[src/hw/rtl/pgts_pkg.sv]
// shared widths, register codes and types of the packet gap timestamp tracker
// no dependencies
package pgts_pkg;

  localparam int COUNTER_BITS_DEF = 16;
  localparam int CNT_IN_W         = 16;
  localparam int SAMPLES_W        = 13;
  localparam int TS_W             = 32;
  localparam int SILENCE_W        = 15;
  localparam int LOST_W           = 32;
  localparam int CFG_DATA_W       = 32;
  localparam int CFG_INDEX_W      = 1;

  localparam logic [SAMPLES_W-1:0] SAMPLES_RESET = 13'd48;
  localparam logic [TS_W-1:0]      ANCHOR_RESET  = 32'd0;
  localparam logic [SILENCE_W-1:0] SILENCE_MAX   = 15'h7fff;

  // configuration register indexes
  typedef enum logic [CFG_INDEX_W-1:0] {
    REG_SAMPLES = 1'b0,
    REG_ANCHOR  = 1'b1
  } cfg_reg_t;

  typedef struct packed {
    logic [SAMPLES_W-1:0] samples_per_packet;
    logic [TS_W-1:0]      anchor_timestamp;
  } cfg_t;

  typedef struct packed {
    logic [TS_W-1:0]      media_timestamp;
    logic [SILENCE_W-1:0] silence_count;
    logic [LOST_W-1:0]    lost_total;
  } result_t;

endpackage

[src/hw/rtl/pgts_ifs.sv]
// stream interfaces of the packet gap timestamp tracker: packets in, results out
// depends on pgts_pkg
interface pgts_pkt_if;
  import pgts_pkg::*;

  logic                valid;
  logic                ready;
  logic [CNT_IN_W-1:0] packet_counter;

  modport source (output valid, output packet_counter, input ready);
  modport sink   (input valid, input packet_counter, output ready);
endinterface

interface pgts_res_if;
  import pgts_pkg::*;

  logic                 valid;
  logic                 ready;
  logic [TS_W-1:0]      media_timestamp;
  logic [SILENCE_W-1:0] silence_count;
  logic [LOST_W-1:0]    lost_total;

  modport source (output valid, output media_timestamp, output silence_count,
                  output lost_total, input ready);
  modport sink   (input valid, input media_timestamp, input silence_count,
                  input lost_total, output ready);
endinterface

[src/hw/rtl/pgts_tracker.sv]
// tracker state (started, high counter, timeline, loss total) and the
// per-packet gap sort, multiply-add and loss update; depends on pgts_pkg
module pgts_tracker #(
  parameter int COUNTER_BITS = pgts_pkg::COUNTER_BITS_DEF
) (
  input  logic                    clk,
  input  logic                    rst,
  input  pgts_pkg::cfg_t          cfg,
  input  logic                    fire,
  input  logic [COUNTER_BITS-1:0] counter,
  output pgts_pkg::result_t       result
);
  import pgts_pkg::*;

  logic                    started;
  logic [COUNTER_BITS-1:0] high_counter;
  logic [TS_W-1:0]         timeline;
  logic [LOST_W-1:0]       loss_acc;

  logic                    started_next;
  logic [COUNTER_BITS-1:0] high_counter_next;
  logic [TS_W-1:0]         timeline_next;
  logic [LOST_W-1:0]       loss_acc_next;

  logic [COUNTER_BITS-1:0] delta;
  logic                    late;
  logic [COUNTER_BITS-1:0] slots;
  logic [TS_W-1:0]         slots_w;
  logic [TS_W-1:0]         samples_w;
  logic [TS_W-1:0]         step;
  logic [LOST_W-1:0]       delta_w;
  logic [SILENCE_W-1:0]    silence;

  // signed distance from the expected counter, negative means late or duplicate
  assign delta   = counter - high_counter - COUNTER_BITS'(1);
  assign late    = delta[COUNTER_BITS-1];
  assign slots   = late ? COUNTER_BITS'(1) : (delta + COUNTER_BITS'(1));
  assign delta_w = LOST_W'(delta);

  // timeline step, only the low 32 bits of the product matter
  assign slots_w   = TS_W'(slots);
  assign samples_w = TS_W'(cfg.samples_per_packet);
  assign step      = slots_w * samples_w;

  // next state and result of this packet
  always_comb begin
    started_next      = 1'b1;
    high_counter_next = high_counter;
    timeline_next     = timeline;
    loss_acc_next     = loss_acc;
    silence           = '0;
    if (!started) begin
      high_counter_next = counter;
      timeline_next     = cfg.anchor_timestamp;
    end else if (late) begin
      timeline_next = timeline + step;
    end else begin
      high_counter_next = counter;
      timeline_next     = timeline + step;
      loss_acc_next     = loss_acc + delta_w;
      silence           = (delta_w > LOST_W'(SILENCE_MAX)) ? SILENCE_MAX
                                                           : delta_w[SILENCE_W-1:0];
    end
  end

  assign result.media_timestamp = timeline_next;
  assign result.silence_count   = silence;
  assign result.lost_total      = loss_acc_next;

  // state update on each transfer into the result register
  always_ff @(posedge clk) begin
    if (rst) begin
      started      <= 1'b0;
      high_counter <= '0;
      timeline     <= ANCHOR_RESET;
      loss_acc     <= '0;
    end else if (fire) begin
      started      <= started_next;
      high_counter <= high_counter_next;
      timeline     <= timeline_next;
      loss_acc     <= loss_acc_next;
    end
  end

endmodule

[src/hw/rtl/packet_gap_timestamp_tracker.sv]
// top level of the packet gap timestamp tracker: input register, config
// registers, tracker and result register; depends on pgts_pkg, pgts_ifs, pgts_tracker
//
//   channel  dir  payload                                      transfer
//   pkt      in   packet_counter                               valid & ready
//   res      out  media_timestamp, silence_count, lost_total   valid & ready
//   cfg      in   cfg_index, cfg_data                          cfg_wr_en
//
// one packet per cycle sustained while the result sink keeps up; a result passes
// through the input register, where the gap sort and multiply-add feed the
// result register, and then through the result register. rst is synchronous
// and clears the tracker state and both valid flags; pkt.ready is low while rst
// is high. a stalled result holds the result register, and an empty input
// register still takes one more packet before pkt.ready drops.
module packet_gap_timestamp_tracker #(
  parameter int COUNTER_BITS = pgts_pkg::COUNTER_BITS_DEF
) (
  input  logic                               clk,
  input  logic                               rst,
  pgts_pkt_if.sink                           pkt,
  pgts_res_if.source                         res,
  input  logic                               cfg_wr_en,
  input  logic [pgts_pkg::CFG_INDEX_W-1:0]   cfg_index,
  input  logic [pgts_pkg::CFG_DATA_W-1:0]    cfg_data
);
  import pgts_pkg::*;

  cfg_t                    cfg;
  logic                    in_valid;
  logic [CNT_IN_W-1:0]     in_counter;
  logic                    out_valid;
  result_t                 out_data;
  result_t                 result;
  logic                    out_free;
  logic                    advance;
  logic [31:0]             cnt_wide;
  logic [COUNTER_BITS-1:0] counter;

  // handshake between the two register stages
  assign out_free  = !out_valid || res.ready;
  assign advance   = in_valid && out_free;
  assign pkt.ready = !rst && (!in_valid || advance);

  // counter masked to the configured counter width
  assign cnt_wide = 32'(in_counter);
  assign counter  = cnt_wide[COUNTER_BITS-1:0];

  pgts_tracker #(
    .COUNTER_BITS (COUNTER_BITS)
  ) u_tracker (
    .clk     (clk),
    .rst     (rst),
    .cfg     (cfg),
    .fire    (advance),
    .counter (counter),
    .result  (result)
  );

  // configuration registers
  always_ff @(posedge clk) begin
    if (rst) begin
      cfg.samples_per_packet <= SAMPLES_RESET;
      cfg.anchor_timestamp   <= ANCHOR_RESET;
    end else if (cfg_wr_en) begin
      unique case (cfg_reg_t'(cfg_index))
        REG_SAMPLES: cfg.samples_per_packet <= cfg_data[SAMPLES_W-1:0];
        REG_ANCHOR:  cfg.anchor_timestamp   <= cfg_data[TS_W-1:0];
        default: ;
      endcase
    end
  end

  // input register and result register
  always_ff @(posedge clk) begin
    if (rst) begin
      in_valid  <= 1'b0;
      out_valid <= 1'b0;
    end else begin
      if (pkt.valid && pkt.ready) begin
        in_valid <= 1'b1;
      end else if (advance) begin
        in_valid <= 1'b0;
      end
      if (advance) begin
        out_valid <= 1'b1;
      end else if (res.ready) begin
        out_valid <= 1'b0;
      end
    end
    if (pkt.valid && pkt.ready) begin
      in_counter <= pkt.packet_counter;
    end
    if (advance) begin
      out_data <= result;
    end
  end

  assign res.valid           = out_valid;
  assign res.media_timestamp = out_data.media_timestamp;
  assign res.silence_count   = out_data.silence_count;
  assign res.lost_total      = out_data.lost_total;

endmodule

[src/flat_wrapper.sv]
// flat-port wrapper written by rule: the top's interface ports become plain ports
module packet_gap_timestamp_tracker_flat import pgts_pkg::*;
#(
  parameter int COUNTER_BITS = pgts_pkg::COUNTER_BITS_DEF
)
  (clk, rst, cfg_wr_en, cfg_index, cfg_data, pkt_valid, pkt_packet_counter, pkt_ready, res_valid, res_media_timestamp, res_silence_count, res_lost_total, res_ready);
  pgts_pkt_if pkt_i ();
  pgts_res_if res_i ();
  input  logic clk;
  input  logic rst;
  input  logic cfg_wr_en;
  input  logic [pgts_pkg::CFG_INDEX_W-1:0] cfg_index;
  input  logic [pgts_pkg::CFG_DATA_W-1:0] cfg_data;
  input wire logic [$bits(pkt_i.valid)-1:0] pkt_valid;
  input wire logic [$bits(pkt_i.packet_counter)-1:0] pkt_packet_counter;
  output wire logic [$bits(pkt_i.ready)-1:0] pkt_ready;
  output wire logic [$bits(res_i.valid)-1:0] res_valid;
  output wire logic [$bits(res_i.media_timestamp)-1:0] res_media_timestamp;
  output wire logic [$bits(res_i.silence_count)-1:0] res_silence_count;
  output wire logic [$bits(res_i.lost_total)-1:0] res_lost_total;
  input wire logic [$bits(res_i.ready)-1:0] res_ready;
  assign pkt_i.valid = pkt_valid;
  assign pkt_i.packet_counter = pkt_packet_counter;
  assign pkt_ready = pkt_i.ready;
  assign res_valid = res_i.valid;
  assign res_media_timestamp = res_i.media_timestamp;
  assign res_silence_count = res_i.silence_count;
  assign res_lost_total = res_i.lost_total;
  assign res_i.ready = res_ready;
  packet_gap_timestamp_tracker #(.COUNTER_BITS(COUNTER_BITS)) u_core (.clk(clk), .rst(rst), .pkt(pkt_i), .res(res_i), .cfg_wr_en(cfg_wr_en), .cfg_index(cfg_index), .cfg_data(cfg_data));
endmodule
[config.mk]
export PLATFORM = sky130hd
export DESIGN_NAME = packet_gap_timestamp_tracker_flat
export DESIGN_NICKNAME = d
export VERILOG_FILES = /design/src/hw/rtl/pgts_pkg.sv /design/src/hw/rtl/pgts_ifs.sv /design/src/hw/rtl/pgts_tracker.sv /design/src/hw/rtl/packet_gap_timestamp_tracker.sv /design/src/flat_wrapper.sv
export SDC_FILE = /design/constraint.sdc
export NUM_CORES = 1
export LEC_CHECK = 0
export BUFFER_PORTS_ARGS = -buffer_cell sky130_fd_sc_hd__buf_2
export CAP_MARGIN = 20
export CORE_ASPECT_RATIO = 0.75
export CORE_MARGIN = 3
export CORE_UTILIZATION = 35
export CTS_CLUSTER_SIZE = 12
export DETAILED_ROUTE_END_ITERATION = 12
export GPL_TIMING_DRIVEN = 0
export PLACE_DENSITY = 0.55
export REMOVE_ABC_BUFFERS = 1
export SLEW_MARGIN = 25
export SYNTH_ARGS = -nofsm -noshare
export SYNTH_HDL_FRONTEND = slang
export SYNTH_SLANG_ARGS = --single-unit
[constraint.sdc]
create_clock -name clk -period 7.95 [get_ports clk]
set_clock_uncertainty 0.05 [all_clocks]
set_input_delay 1.59 -clock clk [delete_from_list [all_inputs] [get_ports clk]]
set_output_delay 1.59 -clock clk [all_outputs]
set_load 0.01 [all_outputs]
# ---- Word level (Yosys, flattened, before mapping)
# Index checks and enable logic that the tools add are counted.
dict set report word_totals {
  ff_bits 223
  inputBits 54
  out_inout_bits 81
  word_cells 47
}
dict set report classes {
  n_addsub 5
  mul 1
  magnitude_cmp 1
  eq_ne 1
  n_mux 11
  n_bitwise 2
  n_reduce_logical 14
}
# operator count
set ops {}
lappend ops {{$mux W32} 3}
lappend ops {{$mux W16} 3}
lappend ops {{$add A32 B16 Y32} 1}
lappend ops {{$add A32 B29 Y32} 1}
lappend ops {{$mul A16 B13 Y29} 1}
lappend ops {{$add A16 B1 Y16 const B} 1}
lappend ops {{$gt A16 B15 Y1 const B} 1}
lappend ops {{$sub A16 B1 Y16 const B} 1}
lappend ops {{$sub A16 B16 Y16} 1}
lappend ops {{$mux W15} 1}
lappend ops {{$reduce_and A2 Y1} 3}
lappend ops {{$mux W1} 4}
lappend ops {{$reduce_bool A2 Y1} 2}
lappend ops {{$logic_and A1 B1 Y1} 3}
lappend ops {{$logic_not A1 Y1} 3}
lappend ops {{$logic_or A1 B1 Y1} 2}
lappend ops {{$ne A2 B2 Y1 const B} 1}
lappend ops {{$not A1 Y1} 2}
lappend ops {{$reduce_or A2 Y1} 1}

# ---- Logic depth before layout (Yosys ltp)
# Gate-level depths: netlist of the first run.
dict set report logic_depth {
  depth_word 7
  ltp_mapped 35
  ltp_nobuf 31
}

# ---- By module
# From an unflattened synthesis of the first run, not the netlist that was laid out.
dict set report hier_totals {
  hier_cells 2050
  area_unflattened_um2 19299.8
}
# mod instances cells_each area_each_um2 seq_area_each_um2
set by_module_without_submodules {}
lappend by_module_without_submodules {pgts_tracker 1 1754 14440.1 1621.6}
lappend by_module_without_submodules {packet_gap_timestamp_tracker 1 296 4859.7 3793.6}

# ---- Worst setup path after synthesis of the first run
# Ideal clock, no wire load.
dict set report synth_timing {
  path_kind {register -> register}
  from {register u_core.in_counter[0] (netlist: u_core.counter[0])}
  to {register u_core.out_data (netlist bit u_core.res.media_timestamp[26]) (data pin)}
  setup_time_ns 0.265
  arrival_ns 7.725
  required_ns 7.635
  slack_ns -0.091
  path_stages_with_launch 32
  n_path_buf 1
  synth_period_minus_slack_ns 8.041
  path_cell_list {edfxtp_1 > ha_1 > fa_1 > a21o_1 > a221oi_1 > xor2_1 > inv_1 > nand3_1 > nor3_1 > nand3_1 > xor2_1 > nor2_1 > fa_1 > inv_1 > fa_1 > inv_1 > fa_1 > fa_1 > fa_1 > inv_1 > fa_1 > inv_1 > ha_1 > clkbuf_1 > nand2_1 > nor4_1 > nand3_1 > a21boi_0 > nor2_1 > nand4_1 > o21ai_0 > or3_1}
}
# element line
set synth_rtl {}
lappend synth_rtl {{start: declaration} packet_gap_timestamp_tracker.sv:30} ;# logic [CNT_IN_W-1:0] in_counter;
lappend synth_rtl {{start signal: assignment} packet_gap_timestamp_tracker.sv:91} ;# in_counter <= pkt.packet_counter;
lappend synth_rtl {{end signal: assignment} packet_gap_timestamp_tracker.sv:94} ;# out_data <= result;
lappend synth_rtl {{end: declaration} packet_gap_timestamp_tracker.sv:32} ;# result_t out_data;

==> out/metrics.csv, run 1 <==
stage,metric,value,unit
timing,setup_viol,31,
clock_network,cts_tree,yes,
route,drt-total-wl,54600,microns
yosys,synth_seq_cells,223,
final_layout,final_cells,2982,
power_and_ir_drop,ir_worst_vdd,0.000216,V
yosys,muxShareOfSynthArea,3.08,%
yosys,synth_compound_area_share,10.0,%
place,dp_cells,2802,
yosys,synthCells,2058,
floorplan,dieArea,56100,sq um
status,violations,setup timing,
clock_network,cts_max_path_buffers,3,
setup_path,cp_slowest_stage_delay,0.54,ns
yosys,synthFlopType,dfxtp_1,
route,dr_wl_met3,3990,microns
setup_path,r2r_cells,31,
timing,rsz0062_at_grt,true,
clock_network,clockRootBuffer,clkbuf_16,
final_layout,syn2layout_area_growth,24.9,%
place,dp_hpwl,37200,microns
grt,antenna_found_initial,1,
setup_path,cp_common_cell,fa_1,
setup_path,crit_type,flip-flop to flip-flop,
clock_network,cts_hold_buf,0,
grt,track_usage,19.1,%
place,dp_slack,-1.92,ns
clock_network,cts_buffers,25,
floorplan,start_util,35.8,%
route,via_per_inst,5.14,
yosys,synth_top_area_cell,fa_1,
grt,grt-ovfl-total,0,
flow_run,maxCapViolCount,0,
floorplan,core_region_area,52200,sq um
setup_path,cpMaxStageDelayCell,fa_1,
yosys,yosys-top-cells-area,"fa_1, edfxtp_1, dfxtp_1, ha_1, nand2_1",
yosys,synth_xor_area_share,3.74,%
route,wl_per_cell,18.3,microns
power_and_ir_drop,power,6.00,mW
yosys,synth_top_family_by_area,adder cells,
yosys,ys_async_sr_fraction,0,%
place,postPlaceCellArea,20000,sq um
route,highest_layer,met4,
setup_path,crit_path_start_kind,flip-flop,
timing,final.min_clock_period,8.37,ns
clock_network,cts.clk_slew.worst_paths,0.06,ns
route,drt-met1-wl,25300,microns
place,io_buffers,134,
clock_network,worst_skew_pair.late_latency,0.57,ns
setup_path,rrSetupSlack,-0.42,ns
floorplan,chipWidth,273,microns
min_path,holdCritStartpoint,u_core.cfg[9],
final_layout,fin_nets,2615,
setup_path,critical_path.endpoint_type,flip-flop,
timing,worst-slew-pin-transition,0.996,ns
timing,hold_viol_final,0,
yosys,synth.top_cell.area_share,19.6,%
route,ant_nets,0,
yosys,ys_top_cells_by_count,"nand2_1, inv_1, fa_1, dfxtp_1, nor2_1",
route,wl_met2,24300,microns
yosys,synth_edf_count,95,
setup_path,required,8.36,ns
power_and_ir_drop,p_per_area,258,nW/um^2
yosys,postSynthAreaPerCell,9.07,sq um
power_and_ir_drop,leakage,10.2,nW
floorplan,die_h,206,microns
timing,fin_ws,-0.422,ns
clock_network,clock-sinks,223,
setup_path,cp_data_arrival_time,8.79,ns
min_path,hp-class,flip-flop to flip-flop,
yosys,synth-simple-area-share,18.5,%
final_layout,stdcell_area,23300,sq um
min_path,holdPathStages,2,
place,gp_congestion,0.900,
setup_path,critical_path.reg2reg.endpoint,u_core.u_tracker.timeline[22],
timing,max_clock_freq,0.119,GHz
yosys,seq_area_frac_synth,29.0,%
floorplan,rows,72,
min_path,hold_end,u_core.cfg[9],
final_layout,post_route_cells_drive_above_1_share,25.4,%
clock_network,htreeDepth,1,
timing,slew_headroom,33.3,%
floorplan,io_pins,135,
status,status,"finished, violations left",
yosys,synthAdderAreaFrac,27.7,%
grt,grt_max_degree,79,
grt,grt_pass1_wl,85400,microns
yosys,synth_cell_type_count,80,
timing,fin_crit_sh,105,%
route,drc,0,
grt,first_global_vias,15600,
setup_path,r2r-start,u_core.counter[0],
route,vias,15300,
yosys,yosysMostFrequentCell,nand2_1,
yosys,syn-cell-area,18700,sq um
timing,drv_slew,0,
yosys,yosys_warnings,0,
setup_path,path_max_fanout,6,
route,firstDrtPassIters,5,
route,drt_iter0_markers,1035,
critical path: cells and delay by family, from the launching register on:
kind	cells	cell delay [ns]
adders and majority gates	9	3.89
AOI/OAI and AO/OA	9	1.95
and+or+nand+nor	4	1.03
xor gates and xnor gates	2	0.23
DFF	1	0.43
buffers and inverters	7	0.72
cell usage in the layout (no fill, tap or decap), types with 9 or more instances in the layout:
cell       count
nand2_1      284
inv_1        262
fa_1         168
buf_2        133
dfxtp_1      127
a21oi_1      107
nor2_1       105
ha_1          99
buf_4         98
edfxtp_1      95
and2_1        61
nand3_1       43
xnor2_1       40
nor2b_1       28
and3_1        27
mux2_2        26
buf_6         26
clkbuf_16     25
nor3_1        23
a21o_1        22
o21ai_0       22
nand4_1       21
inv_2         21
ha_4          20
mux2i_1       17
o21a_1        15
a211oi_1      15
fa_2          15
xor2_1        14
nor2_4        12
a21oi_2       11
nand3_2       11
nor2_2        10
nand2_2       10
nor4_1         9
xnor2_2        9
mux2_4         9
registers in the layout, summed over array words and instances (netlist names):
signal	cells
u_core.u_tracker.timeline	32
u_core.counter	16
u_core.u_tracker.high_counter	16
u_core.res.valid	1
u_core.u_tracker.loss_acc	32
u_core.cfg	45
u_core.in_valid	1
u_core.res.lost_total	32
u_core.res.silence_count	15
u_core.u_tracker.started	1
u_core.res.media_timestamp	32
how the worst max path moves through the flow:
| stage | depth (start not counted) | endpoint | from |
|---|---|---|---|
| 6_report | 31 | u_core.u_tracker.timeline[22] | u_core.counter[0] |
| 5_1_grt | 30 | u_core.u_tracker.timeline[31] | u_core.counter[0] |
| 4_1_cts | 32 | u_core.u_tracker.timeline[31] | u_core.counter[0] |
| 3_5_place_dp | 27 | u_core.res.media_timestamp[31] | u_core.counter[1] |
| 3_3_place_gp | 27 | u_core.res.media_timestamp[26] | u_core.counter[3] |
| 2_1_floorplan | 27 | u_core.res.media_timestamp[26] | u_core.counter[11] |
metrics by stage:
| step | utilization [%] | TNS, ns | hold WS [ns] |
|---|---|---|---|
| final | 44.7 | -7.42 | 0.400 |
| after global routing | 44.7 | -16.87 | 0.423 |
| after CTS | 42.8 | -3.51 | 0.404 |
| after detailed placement | 38.3 | -68.57 | 0.395 |
| after global placement | 37.9 | -107.48 | 0.390 |
| after floorplan | - | -0.471 | 0.376 |
kinds of logic after synthesis:
| group | Yosys count |
|---|---|
| flops | 223 |
| buf+inv | 385 |
| compound gates | 292 |
| xor+xnor | 78 |
| simple gates | 724 |
| fa+ha+maj | 303 |
| mux | 53 |
routing by layer:
metal	vias to the layer above	GRT usage [%]
li1	7161	-
met1	7609	27.6
met2	462	30.0
met3	83	3.55
met4	0	3.56
met5	-	0
report_power, final:
| part | total (mW) | leakage (nW) | switching, mW | internal [mW] |
|---|---|---|---|---|
| logic | 3.57 | 7.91 | 1.97 | 1.60 |
| clock network | 1.11 | 0.380 | 0.499 | 0.614 |
| registers | 1.32 | 1.94 | 0.0491 | 1.27 |
cell type report:
cell class / instances / area (sq um)
Fill cell: 4986 / 28900
Multi-Input combinational cell: 1454 / 13200
Sequential cell: 223 / 5420
Timing Repair Buffer: 266 / 1880
Inverter: 286 / 1100
Tap cell: 703 / 880
Clock buffer: 36 / 697
Clock inverter: 10 / 70.1
Timing Repair inverter: 2 / 25.0
Antenna cell: 2 / 5.00
timing repair:
item                                    CTS  global route
cloned                                    4             2
endpoints found under the hold margin     0             0
setup buffers                            86            47
resized for setup                       189           146
endpoints found under the setup margin   52            46
pin swaps                               100            83
Power figures use the tool's default switching activity.
==> run 2: changes to the inputs <==
--- a/config.mk
+++ b/config.mk
@@ -7,13 +7,14 @@
 export LEC_CHECK = 0
 export BUFFER_PORTS_ARGS = -buffer_cell sky130_fd_sc_hd__buf_2
 export CAP_MARGIN = 20
-export CORE_ASPECT_RATIO = 0.75
+export CORE_ASPECT_RATIO = 0.9
 export CORE_MARGIN = 3
 export CORE_UTILIZATION = 35
 export CTS_CLUSTER_SIZE = 12
 export DETAILED_ROUTE_END_ITERATION = 12
+export GPL_ROUTABILITY_DRIVEN = 0
 export GPL_TIMING_DRIVEN = 0
-export PLACE_DENSITY = 0.55
+export PLACE_DENSITY = 0.53
 export REMOVE_ABC_BUFFERS = 1
 export SLEW_MARGIN = 25
 export SYNTH_ARGS = -nofsm -noshare
==> constraint.sdc (replaced) <==
create_clock -name clk -period 10.8 [get_ports clk]
set_clock_uncertainty 0.05 [all_clocks]
set_input_delay 2.16 -clock clk [delete_from_list [all_inputs] [get_ports clk]]
set_output_delay 2.16 -clock clk [all_outputs]
set_load 0.01 [all_outputs]
==> run 2 against run 1 <==
  * The flow now finishes without violations
  * First-iteration DRC count down 12%
  * Sequential power down 27%
  * Sequential share of layout area up 2.7 points
  * Die area about the same
  * Combinational power down 56%
  * Fmax down 18%
  * Register-to-register slack better by 1.1 ns
  * Power down 42%
  * Clock power down 16%
  * Final cell count down 4.9%
  * Global-route usage down 1.4 points
==> out/metrics.csv, run 2 (same netlist as run 1, synthesis figures left out) <==
stage,metric,value,unit,change
setup_path,required,11.04,ns,+2.68 ns
place,dp_slack,0.632,ns,+2.56 ns
clock_network,cts.clk_slew.worst_paths,0.06,ns,about the same
final_layout,seq_area,5420,sq um,unchanged
floorplan,rows,79,,+9.7%
place,io_buffers,134,,unchanged
grt,grt-ovfl-total,0,,unchanged
setup_path,cp_common_cell,fa_1,,
floorplan,chipWidth,249,microns,-8.5%
clock_network,cts_resized,0,,-100%
power_and_ir_drop,ir_worst_vdd,0.000130,V,-40%
flow_run,maxCapViolCount,0,,unchanged
final_layout,final_cells,2837,,-4.9%
grt,grtUsageMet3,2.25,%,-1.3 points
timing,setup_viol,0,,-100%
timing,hold_ws,0.403,ns,+0.00251 ns
grt,busiest_layer,met2,,
setup_path,cp_slowest_stage_delay,0.92,ns,+0.38 ns
power_and_ir_drop,p_per_area,166,nW/um^2,-36%
floorplan,io_pins,135,,unchanged
timing,worst-slew-pin-transition,1.06,ns,+0.0654 ns
timing,setup_tns,0,ns,+7.42 ns
route,wl_per_cell,17.2,microns,-6.0%
grt,grt_pass1_wl,80200,microns,-6.1%
timing,fin_ws,0.650,ns,+1.07 ns
setup_path,path_max_fanout,58,,+52
min_path,hp-class,flip-flop to flip-flop,,
floorplan,dieArea,56100,sq um,about the same
route,drt-total-wl,48900,microns,-11%
grt,track_usage,17.6,%,-1.4 points
status,status,completed,,
final_layout,multi_input_area,11800,sq um,-11%
final_layout,regMostFlops,u_core.cfg,,
grt,grt_max_degree,74,,-6.3%
final_layout,post_route_cells_drive_above_1_share,11.8,%,-14 points
setup_path,crit_path_start_kind,flip-flop,,
final_layout,syn2layout_area_growth,11.9,%,
grt,antenna_found_initial,1,,unchanged
clock_network,htreeDepth,1,,unchanged
final_layout,fillers,5244,,+5.2%
grt,grt.met2_usage,28.7,%,-1.3 points
power_and_ir_drop,leakage,9.35,nW,-8.6%
clock_network,cts_tree,yes,,
route,ant_nets,0,,unchanged
floorplan,core_region_area,52200,sq um,about the same
clock_network,cts_buffers,26,,+4.0%
final_layout,final_cell_mix,"nand2_1, inv_1, fa_1, buf_2, dfxtp_1",,
route,vias,14600,,-4.9%
final_layout,largest_reg_flops,45,,unchanged
setup_path,cpMaxStageDelayCell,nor2_1,,
clock_network,cts_max_path_buffers,3,,unchanged
clock_network,post_cts_buffers,0,,-100%
timing,hold_viol_final,0,,unchanged
timing,fin_crit_sh,94.0,%,-11 points
route,drt_iter0_markers,911,,-12%
floorplan,start_util,35.8,%,about the same
setup_path,cp_top_family,adder cells,,
timing,rsz0062_at_grt,false,,
setup_path,critical_path.endpoint_type,flip-flop,,
timing,final.min_clock_period,10.15,ns,+1.78 ns
route,via_per_inst,5.14,,about the same
timing,drv_slew,0,,unchanged
final_layout,fin_nets,2485,,-5.0%
setup_path,critPathBufInv,5,,-2
route,firstDrtPassIters,5,,unchanged
setup_path,cp_data_arrival_time,10.39,ns,+1.60 ns
setup_path,crit_type,flip-flop to flip-flop,,
place,dp_hpwl,37100,microns,-0.23%
clock_network,cts_hold_buf,0,,unchanged
route,drc,0,,unchanged
clock_network,clock-sinks,223,,unchanged
floorplan,die_h,225,microns,+9.3%
clock_network,clockRootBuffer,clkbuf_16,,
clock_network,worst_skew_pair.late_latency,0.55,ns,-0.02 ns
power_and_ir_drop,power,3.46,mW,-42%
timing,slew_headroom,29.0,%,-4.4 points
grt,grt_use_met1,25.2,%,-2.4 points
grt,first_global_vias,14900,,-4.2%
timing,max_clock_freq,0.0985,GHz,-18%
place,dp_cells,2788,,-0.50%
final_layout,final_common_cell,nand2_1,,
-- run 2: cell count changes in the layout (fill, tap and decap cells not counted), moves of 16 or more --
cell     delta
buf_4      -97
buf_6      -24
inv_1      +22
ha_1       +21
ha_4       -20
inv_2      -20
a21oi_1    +16
-- run 2: final timing paths --
kind	startpoint	end	slack, ns	cells past startpoint
setup / recovery	u_core.counter[1]	u_core.res.media_timestamp[31]	0.65	27
hold / removal	u_core.cfg[31]	u_core.cfg[31]	0.40	2
setup reg to reg	u_core.counter[1]	u_core.res.media_timestamp[31]	0.65	27
hold reg to reg	u_core.cfg[31]	u_core.cfg[31]	0.40	2
-- run 2: area by class of cell --
class                      instances  share of cell area (%)
clock inverter                    14                   0.815
clock buffer                      34                    3.46
timing repair buffer             141                    3.89
inverter                         286                    5.16
tap                              688                    4.12
antenna                            1                  0.0120
sequential                       223                    25.9
multi-input combinational       1450                    56.6
-- run 2: worst min-delay path, stage by stage, from the launching register on --
cell and delay, ns:
dfxtp_1 0.31, nand2_1 0.05, a21oi_1 0.05
-- run 2: metal layers --
layer / share of wire [%] / wire [microns] / vias to the layer above
li1: - / - / 6885
met1: 47 / 23100 / 7215
met2: 45 / 22000 / 408
met3: 5.4 / 2640 / 61
met4: 2.4 / 1160 / 2
met5: 0.014 / 7 / -
-- run 2: power by group --
part           internal [mW]  switching, mW
registers              0.937         0.0321
clock network          0.564          0.365
logic                  0.574          0.989
total                   2.07           1.39
-- run 2: through the flow --
step,util [%],cell area (sq um)
CTS,40.0,20900
floorplan,-,18200
global placement,37.9,19800
finish,40.0,20900
detailed placement,38.3,20000
global route,40.0,20900
==> run 3: changes to the inputs <==
--- a/config.mk
+++ b/config.mk
@@ -19,4 +19,5 @@
 export SLEW_MARGIN = 25
 export SYNTH_ARGS = -nofsm -noshare
 export SYNTH_HDL_FRONTEND = slang
+export SYNTH_HIERARCHICAL = 1
 export SYNTH_SLANG_ARGS = --single-unit
==> run 3 against run 2 <==
  * Via count up 1.5%
  * Synthesized cell count down 0.39%
  * Critical path type unchanged
  * Count of clock-buffer cells in the layout up 3
  * Global-route usage up 0.27 points
  * Worst hold slack better by 0.023 ns
  * Die area up 3.3%
  * Critical path depth up 1
==> out/metrics.csv, run 3 <==
stage,metric,value,unit,change
clock_network,cts_hold_buf,0,,unchanged
place,dp_slack,0.988,ns,+0.356 ns
grt,grt_pass1_wl,83600,microns,+4.2%
power_and_ir_drop,seqPwrFrac,29.2,%,+1.2 points
clock_network,clockRootBuffer,clkbuf_16,,
setup_path,required,11.02,ns,-0.02 ns
power_and_ir_drop,leakage,9.96,nW,+6.5%
timing,max_clock_freq,0.101,GHz,+2.3%
setup_path,crit_type,flip-flop to flip-flop,,
yosys,synthAdderAreaFrac,26.8,%,-0.92 points
setup_path,path_max_fanout,39,,-33%
yosys,synthFlopType,dfxtp_1,,
setup_path,cp_data_arrival_time,10.14,ns,-0.25 ns
yosys,synth.top_cell.area_share,19.0,%,-0.65 points
flow_run,maxCapViolCount,0,,unchanged
yosys,yosys_warnings,6,,+6
power_and_ir_drop,power_switching,1.35,mW,-2.6%
route,firstDrtPassIters,5,,unchanged
place,io_buffers,134,,unchanged
setup_path,cp_slowest_stage_delay,0.66,ns,-0.26 ns
timing,slew_headroom,36.7,%,+7.8 points
min_path,hp-class,flip-flop to flip-flop,,
yosys,ys_top_cells_by_count,"inv_1, fa_1, nand2_1, dfxtp_1, nor2_1",,
floorplan,io_pins,135,,unchanged
yosys,seq_area_frac_synth,28.1,%,-0.96 points
power_and_ir_drop,ir_worst_vdd,0.000132,V,+1.4%
timing,fin_crit_sh,91.9,%,-2.1 points
grt,grt_max_degree,91,,+23%
final_layout,final_cells,2848,,+0.39%
clock_network,cts_resized,0,,unchanged
yosys,muxShareOfSynthArea,6.40,%,+3.3 points
setup_path,cpMaxStageDelayCell,nor2_2,,
place,dp_hpwl,38800,microns,+4.6%
status,status,completed,,
clock_network,cts_max_path_buffers,3,,unchanged
final_layout,post_route_cells_drive_above_1_share,12.6,%,+0.78 points
power_and_ir_drop,share_comb_of_total_power,46.1,%,+0.9 points
route,via_per_inst,5.19,,+1.1%
timing,setup_tns,0,ns,unchanged
floorplan,start_util,35.5,%,-0.29 points
yosys,synth-simple-area-share,16.3,%,-2.1 points
power_and_ir_drop,power.share.clock,24.6,%,-2.2 points
route,vias,14800,,+1.5%
grt,track_usage,17.9,%,+0.27 points
timing,setup_viol,0,,unchanged
clock_network,cts.clk_slew.worst_paths,0.06,ns,about the same
final_layout,fin_nets,2481,,-0.16%
yosys,postSynthAreaPerCell,9.41,sq um,+3.8%
grt,first_global_vias,15400,,+3.0%
timing,worst-slew-pin-transition,0.943,ns,-0.118 ns
yosys,synth_top_area_cell,fa_1,,
timing,rsz0062_at_grt,false,,
yosys,synth_cell_type_count,79,,-1.3%
final_layout,regMostFlops,u_core/cfg,,
power_and_ir_drop,p_per_area,154,nW/um^2,-6.8%
final_layout,largest_reg_flops,45,,unchanged
route,wl_per_cell,18.1,microns,+5.0%
grt,antenna_found_initial,0,,-1
timing,fin_ws,0.880,ns,+0.231 ns
floorplan,chipWidth,254,microns,+1.7%
clock_network,htreeDepth,1,,unchanged
setup_path,critical_path.endpoint_type,flip-flop,,
yosys,ys_async_sr_fraction,0,%,unchanged
yosys,synth_top_family_by_area,adder cells,,
floorplan,core_region_area,54400,sq um,+4.3%
setup_path,crit_path_start_kind,flip-flop,,
floorplan,dieArea,58000,sq um,+3.3%
yosys,yosysMostFrequentCell,inv_1,,
route,ant_nets,0,,unchanged
yosys,synth_xor_area_share,3.40,%,-0.34 points
yosys,yosys-top-cells-area,"fa_1, edfxtp_1, dfxtp_1, ha_1, inv_1",,
grt,grt-ovfl-total,0,,unchanged
timing,hold_viol_final,0,,unchanged
floorplan,rows,81,,+2.5%
route,drt-total-wl,51500,microns,+5.4%
clock_network,post_cts_buffers,0,,unchanged
yosys,syn-cell-area,19300,sq um,+3.4%
yosys,synthCells,2050,,-0.39%
yosys,synth_edf_count,95,,unchanged
clock_network,worst_skew_pair.late_latency,0.56,ns,about the same
clock_network,cts_buffers,25,,-3.8%
floorplan,die_h,229,microns,+1.7%
final_layout,final_cell_mix,"inv_1, fa_1, nand2_1, buf_2, dfxtp_1",,
final_layout,final_common_cell,inv_1,,
timing,drv_slew,0,,unchanged
route,drc,0,,unchanged
clock_network,cts_tree,yes,,
power_and_ir_drop,p_int,1.99,mW,-3.8%
yosys,synth_seq_cells,223,,unchanged
power_and_ir_drop,netSwitchingFraction,40.4,%,+0.31 points
yosys,synth_compound_area_share,10.8,%,+0.76 points
setup_path,cp_common_cell,fa_1,,
timing,final.min_clock_period,9.92,ns,-0.231 ns
final_layout,syn2layout_area_growth,12.2,%,
clock_network,clock-sinks,223,,unchanged
route,drt_iter0_markers,895,,-1.8%
place,dp_cells,2801,,+0.47%
[run 3: changes by cell type after synthesis, sizes merged, moves of 14 or more]
cell    before  now
nand2      299  143
mux2i       18   84
nand3       56  101
a21oi      124   91
nand2b       9   40
a21bo        0   21
xnor2       57   36
nor2b       35   15
xor2        21   39
clkbuf      63   77
[run 3: kinds of logic (layout without fill, tap and decap cells)]
| kind of cell | count (synthesis) | after routing |
|---|---|---|
| XOR/XNOR | 75 | 75 |
| adder cells (fa/ha/maj) | 303 | 303 |
| AO/OA/AOI/OAI | 303 | 303 |
| other | 0 | 1 |
| AND/OR/NAND/NOR | 622 | 622 |
| flip-flops | 223 | 223 |
| multiplexers | 119 | 119 |
| buffers and inverters | 405 | 497 |
[run 3: critical path: cells and delay by family, from the launching register on]
family	cells	cell delay (ns)
AOI/OAI and AO/OA	12	3.67
adders and majority gates	8	3.67
buffers and inverters	5	0.56
and+or+nand+nor	3	1.27
DFF	1	0.40
[run 3: power by group through the flow]
| stage | Clock (mW) | Combinational [mW] | Sequential, mW |
|---|---|---|---|
| floorplan | 0 | 1.08 | 0.996 |
| global placement | 0 | 1.48 | 0.999 |
| detailed placement | 0 | 1.52 | 0.996 |
| CTS | 0.854 | 1.53 | 0.978 |
| global route | 0.886 | 1.76 | 0.984 |
| finish | 0.824 | 1.54 | 0.978 |
[run 3: path summary, 6_finish.rpt]
path | start | endpoint | slack (ns) | depth (start not counted)
max | u_core/counter[8] | u_core/res.media_timestamp[31] | 0.88 | 28
min | u_core/u_tracker/loss_acc[0] | u_core/u_tracker/loss_acc[0] | 0.43 | 2
max reg2reg | u_core/counter[8] | u_core/res.media_timestamp[31] | 0.88 | 28
min reg2reg | u_core/u_tracker/loss_acc[0] | u_core/u_tracker/loss_acc[0] | 0.43 | 2
[run 3: metal layers]
metal	global-route usage (%)	share of wire, %	vias to the layer above
li1	-	-	6989
met5	0	0	-
met2	28.9	45	382
met1	25.4	47	7340
met4	3.87	2.2	0
met3	2.72	5.3	77
[run 3: area by class of cell]
cell class	instances	area, sq um
clock buffers	37	732
repair buffers	155	1040
well taps	705	882
clock inverters	8	46.3
fillers	5341	32800
diodes	1	2.50
inverters	297	1110
multi-input cells	1422	12400
flip-flops and latches	223	5420
[run 3: per-stage QoR]
| stage | hold WS (ns) | area (sq um) | power, mW | utilization [%] |
|---|---|---|---|---|
| 2_1_floorplan | 0.395 | 18800 | 2.08 | - |
| 3_3_place_gp | 0.407 | 20400 | 2.48 | 37.4 |
| 3_5_place_dp | 0.412 | 20900 | 2.52 | 38.3 |
| 4_1_cts | 0.427 | 21600 | 3.36 | 39.7 |
| 5_1_grt | 0.444 | 21700 | 3.63 | 39.8 |
| 6_report | 0.426 | 21700 | 3.35 | 39.8 |
